**src/hw/rtl/assert_macros.svh**
```systemverilog
// Assertion macros for the list engine RTL.
`ifndef ASSERT_MACROS_SVH
`define ASSERT_MACROS_SVH

// Same-cycle implication, checked at every rising clock edge outside reset.
`define OVLE_ASSERT_IMP(lbl, clk, rst_n, ante, cons, msg) \
  lbl: assert property (@(posedge clk) disable iff (!rst_n) (ante) |-> (cons)) \
    else $error(msg);

// Next-cycle implication, checked at every rising clock edge outside reset.
`define OVLE_ASSERT_NXT(lbl, clk, rst_n, ante, cons, msg) \
  lbl: assert property (@(posedge clk) disable iff (!rst_n) (ante) |=> (cons)) \
    else $error(msg);

`endif

```
**src/hw/rtl/ovle_pkg.sv**
```systemverilog
// Shared types and constants for the ordered value list engine.
`default_nettype none

package ovle_pkg;

  localparam int VAL_W = 32;

  typedef enum logic [2:0] {
    OP_INSERT_FRONT = 3'd0,
    OP_APPEND_BACK  = 3'd1,
    OP_SEARCH       = 3'd2,
    OP_REMOVE       = 3'd3,
    OP_CLEAR        = 3'd4,
    OP_QUERY        = 3'd5
  } op_t;

  typedef enum logic [1:0] {
    ST_OK        = 2'd0,
    ST_FULL      = 2'd1,
    ST_NOT_FOUND = 2'd2
  } status_t;

  typedef struct packed {
    logic                    found;
    logic [3:0]              position;
    logic [4:0]              count;
    logic signed [VAL_W-1:0] front_value;
    logic signed [VAL_W-1:0] back_value;
    logic                    is_empty;
    status_t                 status;
  } result_t;

endpackage

`default_nettype wire

```
**src/hw/rtl/ordered_value_list_engine_unit.sv**
```systemverilog
// Ordered value list engine: a bounded list of signed 32-bit values behind stream ports.
//
// Input channel (in_*): one beat is one operation. in_tuser carries the op code
// (insert front, append back, search, remove first match, clear, query; codes 6
// and 7 act as query), in_tdata the 32-bit value.
// Output channel (out_*): exactly one result beat per input beat, in order:
// found flag, match position, element count, front and back values, empty flag
// and status (ok, insert dropped because full, value not found).
// Clear, query, append and full inserts go on to read the front and back entries
// (skipped when the list is empty afterwards). Insert front shifts every
// element up through the store's single write port and single read port; search
// and remove walk from the front, one store entry read or moved per cycle.
// One item is worked at a time, so the next beat is taken only once the result
// has reached the output register.
// The finished result sits in an output register, so the next beat is taken
// while that result waits on out_tready; a stalled receiver holds the sequencer
// only once a second result is ready.
// Reset (rst_n low, synchronous) empties the list and drops any pending result.
// The store itself is not cleared; only entries below the count are read.
`default_nettype none

module ordered_value_list_engine_unit #(
  parameter int CAPACITY = 16
) (
  input  wire logic        clk,
  input  wire logic        rst_n,
  input  wire logic        in_tvalid,
  output      logic        in_tready,
  input  wire logic [31:0] in_tdata,   // [31:0] value
  input  wire logic [2:0]  in_tuser,   // [2:0] op
  output      logic        out_tvalid,
  input  wire logic        out_tready,
  output      logic [79:0] out_tdata   // [0] found, [4:1] position, [9:5] count,
                                       // [41:10] front_value, [73:42] back_value,
                                       // [74] is_empty, [76:75] status, [79:77] zero
);

  localparam int AW = $clog2(CAPACITY);
  localparam int CW = $clog2(CAPACITY + 1);

  logic                       wr_en;
  logic [AW-1:0]              wr_addr;
  logic [ovle_pkg::VAL_W-1:0] wr_data;
  logic                       rd_en;
  logic [AW-1:0]              rd_addr;
  logic [ovle_pkg::VAL_W-1:0] rd_data;

  logic              res_valid;
  logic              res_ready;
  ovle_pkg::result_t res;

  logic              out_valid_r, out_valid_nxt;
  ovle_pkg::result_t out_res_r, out_res_nxt;

  ovle_store #(
    .DEPTH (CAPACITY),
    .AW    (AW)
  ) u_store (
    .clk     (clk),
    .wr_en   (wr_en),
    .wr_addr (wr_addr),
    .wr_data (wr_data),
    .rd_en   (rd_en),
    .rd_addr (rd_addr),
    .rd_data (rd_data)
  );

  ovle_seq #(
    .CAPACITY (CAPACITY),
    .AW       (AW),
    .CW       (CW)
  ) u_seq (
    .clk       (clk),
    .rst_n     (rst_n),
    .in_valid  (in_tvalid),
    .in_ready  (in_tready),
    .in_op     (in_tuser),
    .in_value  (in_tdata),
    .res_valid (res_valid),
    .res_ready (res_ready),
    .res       (res),
    .wr_en     (wr_en),
    .wr_addr   (wr_addr),
    .wr_data   (wr_data),
    .rd_en     (rd_en),
    .rd_addr   (rd_addr),
    .rd_data   (rd_data)
  );

  // Output register takes a new result whenever it is empty or being drained.
  assign res_ready = !out_valid_r || out_tready;

  always_comb begin
    out_valid_nxt = out_valid_r;
    out_res_nxt   = out_res_r;
    if (res_valid && res_ready) begin
      out_valid_nxt = 1'b1;
      out_res_nxt   = res;
    end else if (out_tready) begin
      out_valid_nxt = 1'b0;
    end
  end

  always_ff @(posedge clk) begin
    if (!rst_n) begin
      out_valid_r <= 1'b0;
    end else begin
      out_valid_r <= out_valid_nxt;
    end
    out_res_r <= out_res_nxt;
  end

  assign out_tvalid = out_valid_r;
  assign out_tdata  = {3'b000,
                       out_res_r.status,
                       out_res_r.is_empty,
                       out_res_r.back_value,
                       out_res_r.front_value,
                       out_res_r.count,
                       out_res_r.position,
                       out_res_r.found};

endmodule

`default_nettype wire

```
**src/hw/rtl/ovle_store.sv**
```systemverilog
// Element store: single write port, single registered read port.
`default_nettype none

module ovle_store #(
  parameter int DEPTH = 16,
  parameter int AW    = 4
) (
  input  wire logic                           clk,
  input  wire logic                           wr_en,
  input  wire logic [AW-1:0]                  wr_addr,
  input  wire logic [ovle_pkg::VAL_W-1:0]     wr_data,
  input  wire logic                           rd_en,
  input  wire logic [AW-1:0]                  rd_addr,
  output      logic [ovle_pkg::VAL_W-1:0]     rd_data
);

  logic [ovle_pkg::VAL_W-1:0] mem [DEPTH];
  logic [ovle_pkg::VAL_W-1:0] rd_data_r;

  always_ff @(posedge clk) begin
    if (wr_en) begin
      mem[wr_addr] <= wr_data;
    end
  end

  always_ff @(posedge clk) begin
    if (rd_en) begin
      rd_data_r <= mem[rd_addr];
    end
  end

  assign rd_data = rd_data_r;

endmodule

`default_nettype wire

```
**src/hw/rtl/ovle_seq.sv**
```systemverilog
// Operation sequencer: walks and shifts the element store, builds one result per item.
`default_nettype none
`include "assert_macros.svh"

module ovle_seq #(
  parameter int CAPACITY = 16,
  parameter int AW       = 4,
  parameter int CW       = 5
) (
  input  wire logic                              clk,
  input  wire logic                              rst_n,
  // item intake
  input  wire logic                              in_valid,
  output      logic                              in_ready,
  input  wire logic [2:0]                        in_op,
  input  wire logic signed [ovle_pkg::VAL_W-1:0] in_value,
  // result handoff
  output      logic                              res_valid,
  input  wire logic                              res_ready,
  output      ovle_pkg::result_t                 res,
  // store port
  output      logic                              wr_en,
  output      logic [AW-1:0]                     wr_addr,
  output      logic [ovle_pkg::VAL_W-1:0]        wr_data,
  output      logic                              rd_en,
  output      logic [AW-1:0]                     rd_addr,
  input  wire logic [ovle_pkg::VAL_W-1:0]        rd_data
);

  localparam logic [CW-1:0] CAP_C = CW'(CAPACITY);

  typedef enum logic [3:0] {
    S_IDLE,
    S_EXEC,
    S_SRCH,
    S_SHUP,
    S_INS0,
    S_SHDN,
    S_RDF,
    S_RDB,
    S_RDW,
    S_DONE
  } state_t;

  state_t                     state_r, state_nxt;
  logic [CW-1:0]              count_r, count_nxt;
  logic [AW-1:0]              idx_r, idx_nxt;
  logic [AW-1:0]              pos_r, pos_nxt;
  logic                       found_r, found_nxt;
  ovle_pkg::status_t          status_r, status_nxt;
  logic [2:0]                 op_r, op_nxt;
  logic [ovle_pkg::VAL_W-1:0] val_r, val_nxt;
  logic [ovle_pkg::VAL_W-1:0] front_r, front_nxt;
  logic [ovle_pkg::VAL_W-1:0] back_r, back_nxt;

  logic [AW-1:0]   last_idx;
  logic [AW-1:0]   idx_inc;
  logic [AW-1:0]   idx_dec;
  logic [AW+3:0]   pos_ext;
  logic [CW+4:0]   count_ext;

  assign last_idx = AW'(count_r - 1'b1);
  assign idx_inc  = idx_r + 1'b1;
  assign idx_dec  = idx_r - 1'b1;

  always_comb begin
    state_nxt  = state_r;
    count_nxt  = count_r;
    idx_nxt    = idx_r;
    pos_nxt    = pos_r;
    found_nxt  = found_r;
    status_nxt = status_r;
    op_nxt     = op_r;
    val_nxt    = val_r;
    front_nxt  = front_r;
    back_nxt   = back_r;
    rd_en      = 1'b0;
    rd_addr    = idx_r;
    wr_en      = 1'b0;
    wr_addr    = idx_r;
    wr_data    = rd_data;

    unique case (state_r)
      S_IDLE: begin
        if (in_valid) begin
          op_nxt     = in_op;
          val_nxt    = in_value;
          found_nxt  = 1'b0;
          pos_nxt    = '0;
          status_nxt = ovle_pkg::ST_OK;
          state_nxt  = S_EXEC;
        end
      end
      S_EXEC: begin
        unique case (ovle_pkg::op_t'(op_r))
          ovle_pkg::OP_INSERT_FRONT, ovle_pkg::OP_APPEND_BACK: begin
            if (count_r == CAP_C) begin
              status_nxt = ovle_pkg::ST_FULL;
              state_nxt  = S_RDF;
            end else if (op_r == ovle_pkg::OP_APPEND_BACK || count_r == '0) begin
              // tail slot, which is also the front slot of an empty list
              wr_en     = 1'b1;
              wr_addr   = AW'(count_r);
              wr_data   = val_r;
              count_nxt = count_r + 1'b1;
              state_nxt = S_RDF;
            end else begin
              rd_en     = 1'b1;
              rd_addr   = last_idx;
              idx_nxt   = last_idx;
              state_nxt = S_SHUP;
            end
          end
          ovle_pkg::OP_SEARCH, ovle_pkg::OP_REMOVE: begin
            if (count_r == '0) begin
              status_nxt = ovle_pkg::ST_NOT_FOUND;
              state_nxt  = S_RDF;
            end else begin
              rd_en     = 1'b1;
              rd_addr   = '0;
              idx_nxt   = '0;
              state_nxt = S_SRCH;
            end
          end
          ovle_pkg::OP_CLEAR: begin
            count_nxt = '0;
            state_nxt = S_RDF;
          end
          default: begin
            state_nxt = S_RDF;
          end
        endcase
      end
      S_SHUP: begin
        // move entry idx up one; next read is idx-1, never the written slot
        wr_en   = 1'b1;
        wr_addr = idx_inc;
        if (idx_r == '0) begin
          state_nxt = S_INS0;
        end else begin
          rd_en   = 1'b1;
          rd_addr = idx_dec;
          idx_nxt = idx_dec;
        end
      end
      S_INS0: begin
        wr_en     = 1'b1;
        wr_addr   = '0;
        wr_data   = val_r;
        count_nxt = count_r + 1'b1;
        state_nxt = S_RDF;
      end
      S_SRCH: begin
        if (rd_data == val_r) begin
          found_nxt = 1'b1;
          pos_nxt   = idx_r;
          if (op_r == ovle_pkg::OP_REMOVE) begin
            if (idx_r == last_idx) begin
              count_nxt = count_r - 1'b1;
              state_nxt = S_RDF;
            end else begin
              rd_en     = 1'b1;
              rd_addr   = idx_inc;
              idx_nxt   = idx_inc;
              state_nxt = S_SHDN;
            end
          end else begin
            state_nxt = S_RDF;
          end
        end else if (idx_r == last_idx) begin
          status_nxt = ovle_pkg::ST_NOT_FOUND;
          state_nxt  = S_RDF;
        end else begin
          rd_en   = 1'b1;
          rd_addr = idx_inc;
          idx_nxt = idx_inc;
        end
      end
      S_SHDN: begin
        // move entry idx down one; next read is idx+1, never the written slot
        wr_en   = 1'b1;
        wr_addr = idx_dec;
        if (idx_r == last_idx) begin
          count_nxt = count_r - 1'b1;
          state_nxt = S_RDF;
        end else begin
          rd_en   = 1'b1;
          rd_addr = idx_inc;
          idx_nxt = idx_inc;
        end
      end
      S_RDF: begin
        if (count_r == '0) begin
          front_nxt = '0;
          back_nxt  = '0;
          state_nxt = S_DONE;
        end else begin
          rd_en     = 1'b1;
          rd_addr   = '0;
          state_nxt = S_RDB;
        end
      end
      S_RDB: begin
        front_nxt = rd_data;
        rd_en     = 1'b1;
        rd_addr   = last_idx;
        state_nxt = S_RDW;
      end
      S_RDW: begin
        back_nxt  = rd_data;
        state_nxt = S_DONE;
      end
      S_DONE: begin
        if (res_ready) begin
          state_nxt = S_IDLE;
        end
      end
      default: begin
        state_nxt = S_IDLE;
      end
    endcase
  end

  always_ff @(posedge clk) begin
    if (!rst_n) begin
      state_r <= S_IDLE;
      count_r <= '0;
    end else begin
      state_r <= state_nxt;
      count_r <= count_nxt;
    end
    idx_r    <= idx_nxt;
    pos_r    <= pos_nxt;
    found_r  <= found_nxt;
    status_r <= status_nxt;
    op_r     <= op_nxt;
    val_r    <= val_nxt;
    front_r  <= front_nxt;
    back_r   <= back_nxt;
  end

  assign in_ready  = (state_r == S_IDLE);
  assign res_valid = (state_r == S_DONE);

  // position and count are reported at their fixed widths
  assign pos_ext   = {4'b0, pos_r};
  assign count_ext = {5'b0, count_r};

  always_comb begin
    res.found       = found_r;
    res.position    = pos_ext[3:0];
    res.count       = count_ext[4:0];
    res.front_value = front_r;
    res.back_value  = back_r;
    res.is_empty    = (count_r == '0);
    res.status      = status_r;
  end

  `OVLE_ASSERT_IMP(a_count_bound, clk, rst_n, 1'b1, count_r <= CAP_C, "count above capacity")
  `OVLE_ASSERT_IMP(a_wr_range, clk, rst_n, wr_en, CW'(wr_addr) < CAP_C, "write beyond store")
  `OVLE_ASSERT_IMP(a_no_collide, clk, rst_n, rd_en && wr_en, rd_addr != wr_addr, "read/write collide")
  `OVLE_ASSERT_NXT(a_done_hold, clk, rst_n, (state_r == S_DONE) && !res_ready, (state_r == S_DONE) && $stable(count_r) && $stable(front_r) && $stable(back_r), "result changed while held")

endmodule

`default_nettype wire

```
**config.mk**
```make
export PLATFORM = sky130hd
export DESIGN_NAME = ordered_value_list_engine_unit
export DESIGN_NICKNAME = d
export VERILOG_FILES = /design/src/hw/rtl/ovle_pkg.sv /design/src/hw/rtl/ordered_value_list_engine_unit.sv /design/src/hw/rtl/ovle_store.sv /design/src/hw/rtl/ovle_seq.sv
export VERILOG_INCLUDE_DIRS = /design/src /design/src/hw/rtl
export SDC_FILE = /design/constraint.sdc
export NUM_CORES = 1
export LEC_CHECK = 0
export ABC_AREA = 1
export BUFFER_PORTS_ARGS = -buffer_cell sky130_fd_sc_hd__buf_2
export CORE_UTILIZATION = 55
export DETAILED_ROUTE_END_ITERATION = 7
export PLACE_DENSITY = 0.72
export SLEW_MARGIN = 20
export SYNTH_ARGS = -nofsm -noshare
export SYNTH_HDL_FRONTEND = slang
export SYNTH_HIERARCHICAL = 1
export SYNTH_SLANG_ARGS = --single-unit
```
**constraint.sdc**
```tcl
create_clock -name clk -period 6.05 [get_ports clk]
set_input_delay 0.3025 -clock clk [delete_from_list [all_inputs] [get_ports clk]]
set_output_delay 0.3025 -clock clk [all_outputs]
set_load 0.01 [all_outputs]
```
* Word-level counts from Yosys, hierarchy flattened
Memories as Yosys holds them, arrays and structs flattened. A register that Yosys moved wholly into a read port is not among the register bits.
Index checks and enable logic that the tools add are counted.
** Storage, ports and cells
- Input bits :: 39
- Register bits :: 197
- RAM bits :: 512
- Memories kept :: 1
- Output and inout port bits :: 82
- Word-level logic and storage cells :: 149
** Cells by class
- Reduce and logical (&&, ||, !) cells :: 25
- Equal/unequal tests :: 30
- $add $sub $neg :: 4
- Multiplexer cells :: 71
** Memories
- u_store.mem :: words 16, bits a word 32, rd ports 1, clocked after Yosys merged registers in 1, write ports 1, line ovle_store.sv:17 : logic [ovle_pkg::VAL_W-1:0] mem [DEPTH];
** Operator list (number)
- 32-bit case mux with 2 select lines :: 3
- 32-bit two-way mux :: 4
- 4-bit two-way mux :: 19
- 4-bit case mux with 10 select lines :: 1
- 32-bit == test :: 1
- 4-bit case mux with 4 select lines :: 2
- 5-bit two-way mux :: 5
- 4-bit case mux with 2 select lines :: 3
- 4-bit case mux with 6 select lines :: 1
- 5-bit case mux with 4 select lines :: 1
- 4-bit by 3-bit == test with 1-bit output (second input constant) :: 4
- 1-bit two-way mux :: 16
- 2-bit two-way mux :: 7
- 2-bit by 1-bit != test with 1-bit output (second input constant) :: 5
- 5-bit case mux with 2 select lines :: 1
- 3-bit by 2-bit != test with 1-bit output (second input constant) :: 3
- 3-bit != test (second input constant) :: 3
- 4-bit by 2-bit == test with 1-bit output (second input constant) :: 2
- 4-bit == test (second input constant) :: 2
- 4-bit logical NOT :: 2
- 2-bit nonzero test :: 4
- 4-bit nonzero test :: 2
- 7-bit AND reduction :: 1
- 3-bit by 2-bit == test with 1-bit output (second input constant) :: 2
- 26 further kinds :: 36

* Longest topological paths before layout
Gate-level depths: netlist (run 1).
- Word-level depth :: 8
- Depth in mapped cells :: 26

* By module
The synthesis (run 1) kept the hierarchy.
** By module, submodules not included
- ovle_store :: cells each 2120, seq. area each 16335.7 um^2, area an instance 23064.6 um^2, instances 1
- ovle_seq :: cells each 819, seq. area each 3483.3 um^2, area an instance 6701.4 um^2, instances 1
- ordered_value_list_engine_unit :: cells each 88, seq. area each 2332.2 um^2, area an instance 2389.8 um^2, instances 1

* Worst setup path after synthesis (run 1)
No wires, ideal clock.
- Path type :: register to register
- Start point :: register u_seq.state_r[0]
- End point :: register out_res_r, in the netlist out_tdata[0] (enable)
- Data arrival time :: 4.477 ns
- Path slack :: 1.035 ns
- Data required time :: 5.512 ns
- Cell stages (with the launch flop) :: 5
- Cell sequence :: dfxtp_1 -> nand2_2 -> nor3_1 -> inv_1 -> a21oi_1
** Between the ends
- Cells in the longest elaborated chain, start to end :: 2
** RTL lines
- start: declaration :: line ovle_seq.sv:45 : state_t state_r, state_nxt;
- start signal: assignment :: line ovle_seq.sv:229 : state_r <= state_nxt;
- 4-bit == test :: line ovle_seq.sv:243 : assign res_valid = (state_r == S_DONE);
- net res_valid :: line ordered_value_list_engine_unit.sv:48 : logic res_valid;
- 1-bit logical AND :: line ordered_value_list_engine_unit.sv:96 : if (res_valid && res_ready) begin
- end signal: assignment :: line ordered_value_list_engine_unit.sv:110 : out_res_r <= out_res_nxt;
- end: declaration :: line ordered_value_list_engine_unit.sv:53 : ovle_pkg::result_t out_res_r, out_res_nxt;
The timed path passes the listed nets, and every way through them passes these cells.
A chain may end at the register's enable or synchronous reset.

* Worst setup path in the final report (run 1)
- Start point :: register u_seq.count_r[0]
- End point :: register u_store.rd_data_r, in the netlist u_store/rd_data[27] (read register of u_store.mem), data pin
** Between the ends
- Cells in the longest elaborated chain, start to end :: 6
** RTL lines
- start: declaration :: line ovle_seq.sv:46 : logic [CW-1:0] count_r, count_nxt;
- start signal: assignment :: line ovle_seq.sv:230 : count_r <= count_nxt;
- 5-bit by 1-bit subtractor with 5-bit output / 5-bit logical NOT (equally long branches)
- 4-bit == test / 1-bit logical OR (equally long branches)
- 4-bit two-way mux (on tied branches) (2 in a row)
- 4-bit two-way mux / 4-bit case mux with 2 select lines (equally long branches)
- 4-bit case mux with 6 select lines (*) :: line ovle_seq.sv:83 : unique case (state_r)
- net rd_addr[0] :: line ordered_value_list_engine_unit.sv:45 : logic [AW-1:0] rd_addr;
- end: declaration :: line ovle_store.sv:18 : logic [ovle_pkg::VAL_W-1:0] rd_data_r;
Mark *: on every way through the listed nets, which the timed path passes. The rest lies on a longest branch.

==> flow_summary_export.csv, run 1 <==
group,metric,value,unit
timing,relSlewSlack,16.6,%
timing,rsz0062_at_grt,"false",
die,fp.dieW,244,µm
timing,fin_worst_skew,0.0353,ns
timing,worst_slew_pin_slew,1.24,ns
clock_tree,clockBufferDepth,3,
global_routing,overflow,0,
synth,synth_compound_area_share,1.44,%
finish,fill_cells,4303,
worst_hold_path,hp-class,"input pin to flip-flop",
timing,max_freq,228,MHz
critical_path,worstPathMaxFanout,89,
drt,drt_iter0_drc,2473,
job,max_cap_violations,0,
synth,synth.area.top_cells,"edfxtp_1 (68%), nand2_1 (11%), nand3_1 (6.6%), inv_1 (5.9%), nor2_1 (1.7%)",
drt,routedWlPerCell,20.2,µm
synth,ys_types,48,
placement,dp_hpwl,45.8,mm
critical_path,r2r-end,"u_store/rd_data[27]",
worst_hold_path,holdPathStages,5,
synth,synth_cells,3027,
clock_tree,clk_transition_reported_paths,0.06,ns
synth,ys_ff_latch,741,
critical_path,cp.required,6.41,ns
die,std_cell_rows,88,
synth,synth_edf_count,731,
clock_tree,clkSinkCount,741,
die,die_h,244,µm
placement,io_buffer_count,117,
critical_path,cp_data_arrival_time,4.76,ns
synth,async_flop_share,0,%
timing,drv_slew,0,
worst_hold_path,min_to,"u_seq/state_r[2]",
critical_path,crit_type,"flip-flop to flip-flop",
drt,antenna_left,0,
timing,fin_crit_sh,72.6,%
critical_path,end_kind,"flip-flop",
finish,antenna_cells,0,
global_routing,grt_pass1_vias,20800,
drt,firstDrtPassIters,8,
global_routing,grt_max_degree,149,
finish,finalCoreUtilization,62.8,%
finish,area_growth,12.6,%
drt,vias,21800,
global_routing,antenna_found_initial,1,
die,dieArea,59400,µm²
synth,ys.flop_type,"edfxtp_1",
finish,nNetsFinal,3218,
synth,synth_top_area_share,68.3,%
synth,synth.avg_cell_area,10.6,µm²
critical_path,rr_worst_depth,20,
synth,synth_top_family_by_area,"simple AND/OR/NAND/NOR gates",
drt,vias_per_cell,5.45,
timing,final_hold_viol_count,0,
global_routing,grt.total_usage,27.0,%
synth,yosys.area_share.xor_xnor,0.708,%
global_routing,grt_pass1_wl,120,mm
synth,syn-cell-area,32200,µm²
drt,route.detailed.drc,0,
die,boundaryPins,121,
timing,setup_violations,0,
critical_path,rrSetupSlack,1.65,ns
die,start_util,55.7,%
timing,fin_crit,4.40,ns
critical_path,crit_path_start_kind,"flip-flop",
synth,synth.most_common_cell,"nand2_1",
clock_tree,clk_latency,0.63,ns
critical_path,rr_startpoint,"u_seq/count_r[0]",
placement,place.gp.congestion,0.953,
clock_tree,cts_tree,"done",
synth,synth.largest_area_cell,"edfxtp_1",
worst_hold_path,worstHoldStart,"in_tvalid",
timing,fin_setup_tns,0,ns
synth,synth_common_cells,"nand2_1 (907), edfxtp_1 (731), inv_1 (504)",
clock_tree,cts_buffers,74,
synth,muxShareOfSynthArea,0,%
synth,post_synth_and_or_nand_nor_area_fraction,20.0,%
clock_tree,h-tree-depth,3,
clock_tree,root_buffer,"clkbuf_16",
drt,drt_wl_total,80.6,mm
synth,ys_seq_area_share,68.9,%
clock_tree,cts_resized,0,
status,outcome,"finished, final reports clean",
die,core_area,57700,µm²
finish,drive_gt1_share,11.1,%
synth,yosys.area_share.adder,0.195,%
synth,yosysWarnings,6,
cell type report:
| cell class | instances | area, µm² | share of cell area [%] |
|---|---|---|---|
| Inverter | 528 | 2010 | 5.55 |
| Clock inverter | 47 | 433 | 1.20 |
| Clock buffer | 87 | 1960 | 5.43 |
| Timing Repair Buffer | 193 | 1290 | 3.55 |
| Multi-Input combinational cell | 1636 | 7410 | 20.5 |
| Sequential cell | 741 | 22200 | 61.2 |
| Tap cell | 765 | 957 | 2.64 |
worst max-delay path by stage:
stage / start / end / slack [ns]
after global routing: u_seq/count_r[0] / u_store/rd_data[27] / 1.47
after detailed placement: u_seq/count_r[0] / u_store/rd_data[11] / 1.74
after global placement: u_seq/count_r[0] / u_store/rd_data[11] / 1.72
after CTS: u_seq/count_r[0] / u_store/rd_data[11] / 1.73
after floorplan: u_seq/state_r[0] / out_tdata[0] / 1.03
final: u_seq/count_r[0] / u_store/rd_data[27] / 1.65
per-layer routing:
metal  part of all wire, %  GRT usage (%)
met5                     0              0
met4                   3.5           11.3
met3                   9.0           3.69
met2                    47           43.3
met1                    41           37.3
critical path, cell delays in order (launching register included):
cell and delay [ns]:
dfxtp_1 0.57, inv_2 0.14, ha_1 0.41, or2_2 0.31
nand4_2 0.14, nor2_8 0.06, nand2_4 0.19, nand2_1 0.08
nand2_1 0.10, nand2_1 0.06, nand3_1 0.10, nand3_1 0.07
nand2_1 0.14, inv_6 0.09, inv_6 0.46, buf_4 0.51
nand2_1 0.15, nand3_1 0.14, nand3_1 0.12, nand3_1 0.15
nand2_1 0.08
sequential cells by signal, indices dropped and copies added (netlist names):
register / count
u_store/mem: 512
out_tdata: 77
u_seq/back_r: 32
u_seq/front_r: 32
u_seq/val_r: 32
u_store/rd_data: 32
u_seq/count_r: 5
u_seq/idx_r: 4
u_seq/pos_r: 4
u_seq/state_r: 4
u_seq/op_r: 3
u_seq/status_r: 2
out_tvalid: 1
u_seq/found_r: 1
logic make-up after synthesis:
family,after synthesis
DFF,741
xor gates and xnor gates,26
and+or+nand+nor,1521
buffers and inverters,652
adders and majority gates,5
other,1
AOI/OAI and AO/OA,81
per-stage QoR:
step	area (µm²)	worst slack, ns	hold slack [ns]	std cells
floorplan	32200	1.03	0.400	3029
global placement	33400	1.72	0.401	3826
detailed placement	33400	1.74	0.405	3826
CTS	36100	1.73	0.177	3997
global route	36200	1.47	0.278	3997
finish	36200	1.65	0.218	3997
timing repair:
| item | in CTS | in global routing |
|---|---|---|
| endpoints found under the hold margin | 37 | 0 |
| hold buffers | 37 | 0 |
| setup buffers | 0 | 0 |
layout by cell type, fill, tap and decap left out, drive strengths merged, types with 14 or more instances in the layout:
| cell | netlist | layout |
|---|---|---|
| a21oi | 16 | 16 |
| buf | 112 | 156 |
| clkbuf | 12 | 87 |
| clkinv | 3 | 35 |
| dlygate4sd3 | 0 | 37 |
| edfxtp | 731 | 731 |
| inv | 524 | 526 |
| nand2 | 918 | 918 |
| nand3 | 429 | 429 |
| nor2 | 159 | 159 |
| o21ai | 49 | 49 |
| xnor2 | 14 | 14 |
Power of run 1 is not shown: default switching activity piles up to over one toggle a cycle in this logic, so the estimate is an artifact.
==> run 2: changes to the inputs <==
--- a/config.mk
+++ b/config.mk
@@ -6,7 +6,7 @@
 export SDC_FILE = /design/constraint.sdc
 export NUM_CORES = 1
 export LEC_CHECK = 0
-export ABC_AREA = 1
+export ABC_AREA = 0
 export BUFFER_PORTS_ARGS = -buffer_cell sky130_fd_sc_hd__buf_2
 export CORE_UTILIZATION = 55
 export DETAILED_ROUTE_END_ITERATION = 7
==> constraint.sdc (replaced) <==
create_clock -name clk -period 4.2 [get_ports clk]
set_input_delay 0.21 -clock clk [delete_from_list [all_inputs] [get_ports clk]]
set_output_delay 0.21 -clock clk [all_outputs]
set_load 0.01 [all_outputs]
==> flow_summary_export.csv, run 2 <==
group,metric,value,unit
timing,setup_violations,0,
job,max_cap_violations,0,
synth,async_flop_share,0,%
critical_path,rrSetupSlack,0.11,ns
timing,relSlewSlack,26.8,%
timing,worst_slew_pin_slew,1.10,ns
synth,ys.flop_type,"edfxtp_1",
critical_path,rr_worst_depth,11,
clock_tree,clk_transition_reported_paths,0.06,ns
finish,register_area,22200,µm²
die,boundaryPins,121,
placement,dp_slack,0.185,ns
timing,final_hold_viol_count,0,
power,vdd_drop_max,487,µV
synth,synth.area.top_cells,"edfxtp_1 (76%), mux4_2 (10%), a22oi_1 (1.8%), and2_1 (1.5%), xor2_1 (1.1%)",
placement,place.gp.congestion,0.921,
synth,ys_ff_latch,741,
die,start_util,56.2,%
critical_path,crit_path_start_kind,"flip-flop",
synth,synth.avg_cell_area,19.5,µm²
worst_hold_path,hp-class,"input pin to flip-flop",
clock_tree,clk_latency,0.62,ns
timing,fin_worst_skew,0.0294,ns
global_routing,grt_pass1_vias,15400,
drt,vias,15300,
die,dieArea,53800,µm²
placement,io_buffer_count,117,
synth,synth_top_area_share,75.5,%
clock_tree,clockBufferDepth,3,
synth,ys_seq_area_share,76.2,%
status,outcome,"finished, final reports clean",
drt,drt_iter0_drc,1540,
critical_path,cp.required,4.54,ns
finish,largest_register,"u_store/mem",
timing,rsz0062_at_grt,"false",
critical_path,slowest_stage,"nor4_1",
finish,fill_cells,3364,
finish,stdcell_area,34300,µm²
critical_path,critPathBufInv,2,
synth,synth.largest_area_cell,"edfxtp_1",
timing,fin_crit,4.09,ns
clock_tree,cts_tree,"done",
placement,dp.cells,2314,
critical_path,rr_startpoint,"u_store/rd_data[22]",
clock_tree,cts_buffers,73,
finish,drive_gt1_share,29.6,%
global_routing,antenna_found_initial,1,
critical_path,path_cells,"xor2_1 -> nor4_1 -> nand4_1 -> nor2_1 -> buf_4 -> o211ai_1 -> o32a_2 -> buf_12 -> mux4_2 -> a22oi_1 -> nand2_1",
drt,firstDrtPassIters,5,
clock_tree,clkSinkCount,741,
die,die_h,232,µm
finish,final_common_cell,"edfxtp_1",
critical_path,cp_slowest_stage_delay,0.61,ns
global_routing,grt_pass1_wl,101,mm
synth,ys_types,88,
finish,largest_reg_flops,512,
clock_tree,h-tree-depth,3,
die,std_cell_rows,83,
critical_path,r2r-end,"u_store/rd_data[10]",
clock_tree,root_buffer,"clkbuf_16",
synth,synth.most_common_cell,"edfxtp_1",
finish,area_growth,18.0,%
finish,multi_input_area,6700,µm²
placement,dp_hpwl,40.6,mm
timing,finalWorstSetupSlack,0.113,ns
critical_path,crit_cells,11,
die,fp.dieW,232,µm
global_routing,grt.total_usage,26.1,%
drt,routedWlPerCell,27.6,µm
synth,syn-cell-area,29100,µm²
synth,synth_edf_count,731,
critical_path,cp-startpoint,"u_store/rd_data[22]",
critical_path,cp_data_arrival_time,4.43,ns
finish,layout_common_cells,"edfxtp_1 (731), mux4_2 (129), buf_2 (117)",
drt,drt_wl_total,68.5,mm
timing,fin_crit_sh,97.3,%
critical_path,critical-path-top-delay-family,"simple AND/OR/NAND/NOR gates",
critical_path,cp-endpoint,"u_store/rd_data[10]",
finish,nNetsFinal,1791,
synth,yosysWarnings,6,
synth,synth_common_cells,"edfxtp_1 (731), mux4_2 (129), nand2_1 (70)",
drt,antenna_left,0,
power,p_leak,11.4,nW
critical_path,end_kind,"flip-flop",
global_routing,overflow,0,
drt,route.detailed.drc,0,
drt,vias_per_cell,6.17,
timing,fin_setup_tns,0,ns
placement,placed_area,31500,µm²
critical_path,crit_type,"flip-flop to flip-flop",
global_routing,grt_max_degree,78,
finish,fin_cells,2484,
critical_path,worstPathMaxFanout,51,
power,p_per_area,839,nW/µm²
timing,max_freq,245,MHz
power,p_total,28.8,mW
synth,synth_cells,1488,
die,core_area,51700,µm²
timing,drv_slew,0,
-- run 2: stage by stage --
stage / utilization [%] / hold slack, ns
5_1_grt: 66.3 / 0.230
6_report: 66.3 / 0.193
4_1_cts: 66.3 / 0.148
2_1_floorplan: - / 0.309
3_5_place_dp: 61.0 / 0.388
3_3_place_gp: 61.0 / 0.387
-- run 2: power by group --
group | switching (mW) | internal, mW | total [mW]
registers | 0.640 | 10.3 | 11.0
logic | 6.48 | 4.81 | 11.3
clock network | 2.72 | 3.81 | 6.53
total | 9.84 | 19.0 | 28.8
-- run 2: final cells by class --
| cell class | count | area share (%) |
|---|---|---|
| Multi-Input combinational cell | 657 | 19.5 |
| Inverter | 11 | 0.120 |
| Antenna cell | 1 | 0.00729 |
| Clock buffer | 89 | 5.56 |
| Sequential cell | 741 | 64.6 |
| Clock inverter | 42 | 1.41 |
| Timing Repair Buffer | 263 | 6.34 |
| Tap cell | 680 | 2.48 |
-- run 2: worst register-to-register path: stages (launching register included) --
cell and delay, ns:
edfxtp_1 0.54, xor2_1 0.21, nor4_1 0.61, nand4_1 0.29, nor2_1 0.26, buf_4 0.21, o211ai_1 0.20, o32a_2 0.52
buf_12 0.24, mux4_2 0.36, a22oi_1 0.25, nand2_1 0.12
-- run 2: cells by family (layout without fill, tap and decap cells) --
| logic type | count (synthesis) | count (layout) | synth area share (%) |
|---|---|---|---|
| DFF | 741 | 741 | 76.2 |
| and+or+nand+nor | 266 | 266 | 4.94 |
| AOI/OAI and AO/OA | 177 | 177 | 4.44 |
| muxes | 165 | 165 | 11.4 |
| buffers and inverters | 92 | 405 | 1.55 |
| xor gates and xnor gates | 41 | 41 | 1.28 |
| adders and majority gates | 5 | 5 | 0.215 |
| other | 1 | 4 | 0.0129 |
-- run 2: worst min path at each step --
| stage | from | end | slack, ns | cells after the start |
|---|---|---|---|---|
| 4_1_cts | in_tvalid | u_seq/pos_r[1] | 0.15 | 3 |
| 3_3_place_gp | in_tdata[7] | u_seq/val_r[7] | 0.39 | 1 |
| 5_1_grt | in_tvalid | u_seq/pos_r[3] | 0.23 | 3 |
| 3_5_place_dp | in_tdata[9] | u_seq/val_r[9] | 0.39 | 1 |
| 2_1_floorplan | in_tuser[0] | u_seq/op_r[0] | 0.31 | 0 |
| 6_report | in_tvalid | u_seq/pos_r[1] | 0.19 | 3 |
-- run 2: what timing repair did --
item                                   CTS  global route
buffers inserted                         0             0
endpoints found under the hold margin   44             0
resized for setup                        0             2
hold buffers                            38             0
setup endpoints to repair                0            15
-- run 2: metal layers --
| layer | wire length [µm] | vias to the layer above | GRT usage [%] | share of wire (%) |
|---|---|---|---|---|
| met5 | 0 | - | 0 | 0 |
| met4 | 1790 | 0 | 8.74 | 2.6 |
| met3 | 5450 | 115 | 5.13 | 7.9 |
| met2 | 33400 | 747 | 41.9 | 49 |
| met1 | 27900 | 7890 | 36.3 | 41 |
| li1 | - | 6577 | - | - |
Note: power is estimated with default switching activity, not from simulation.
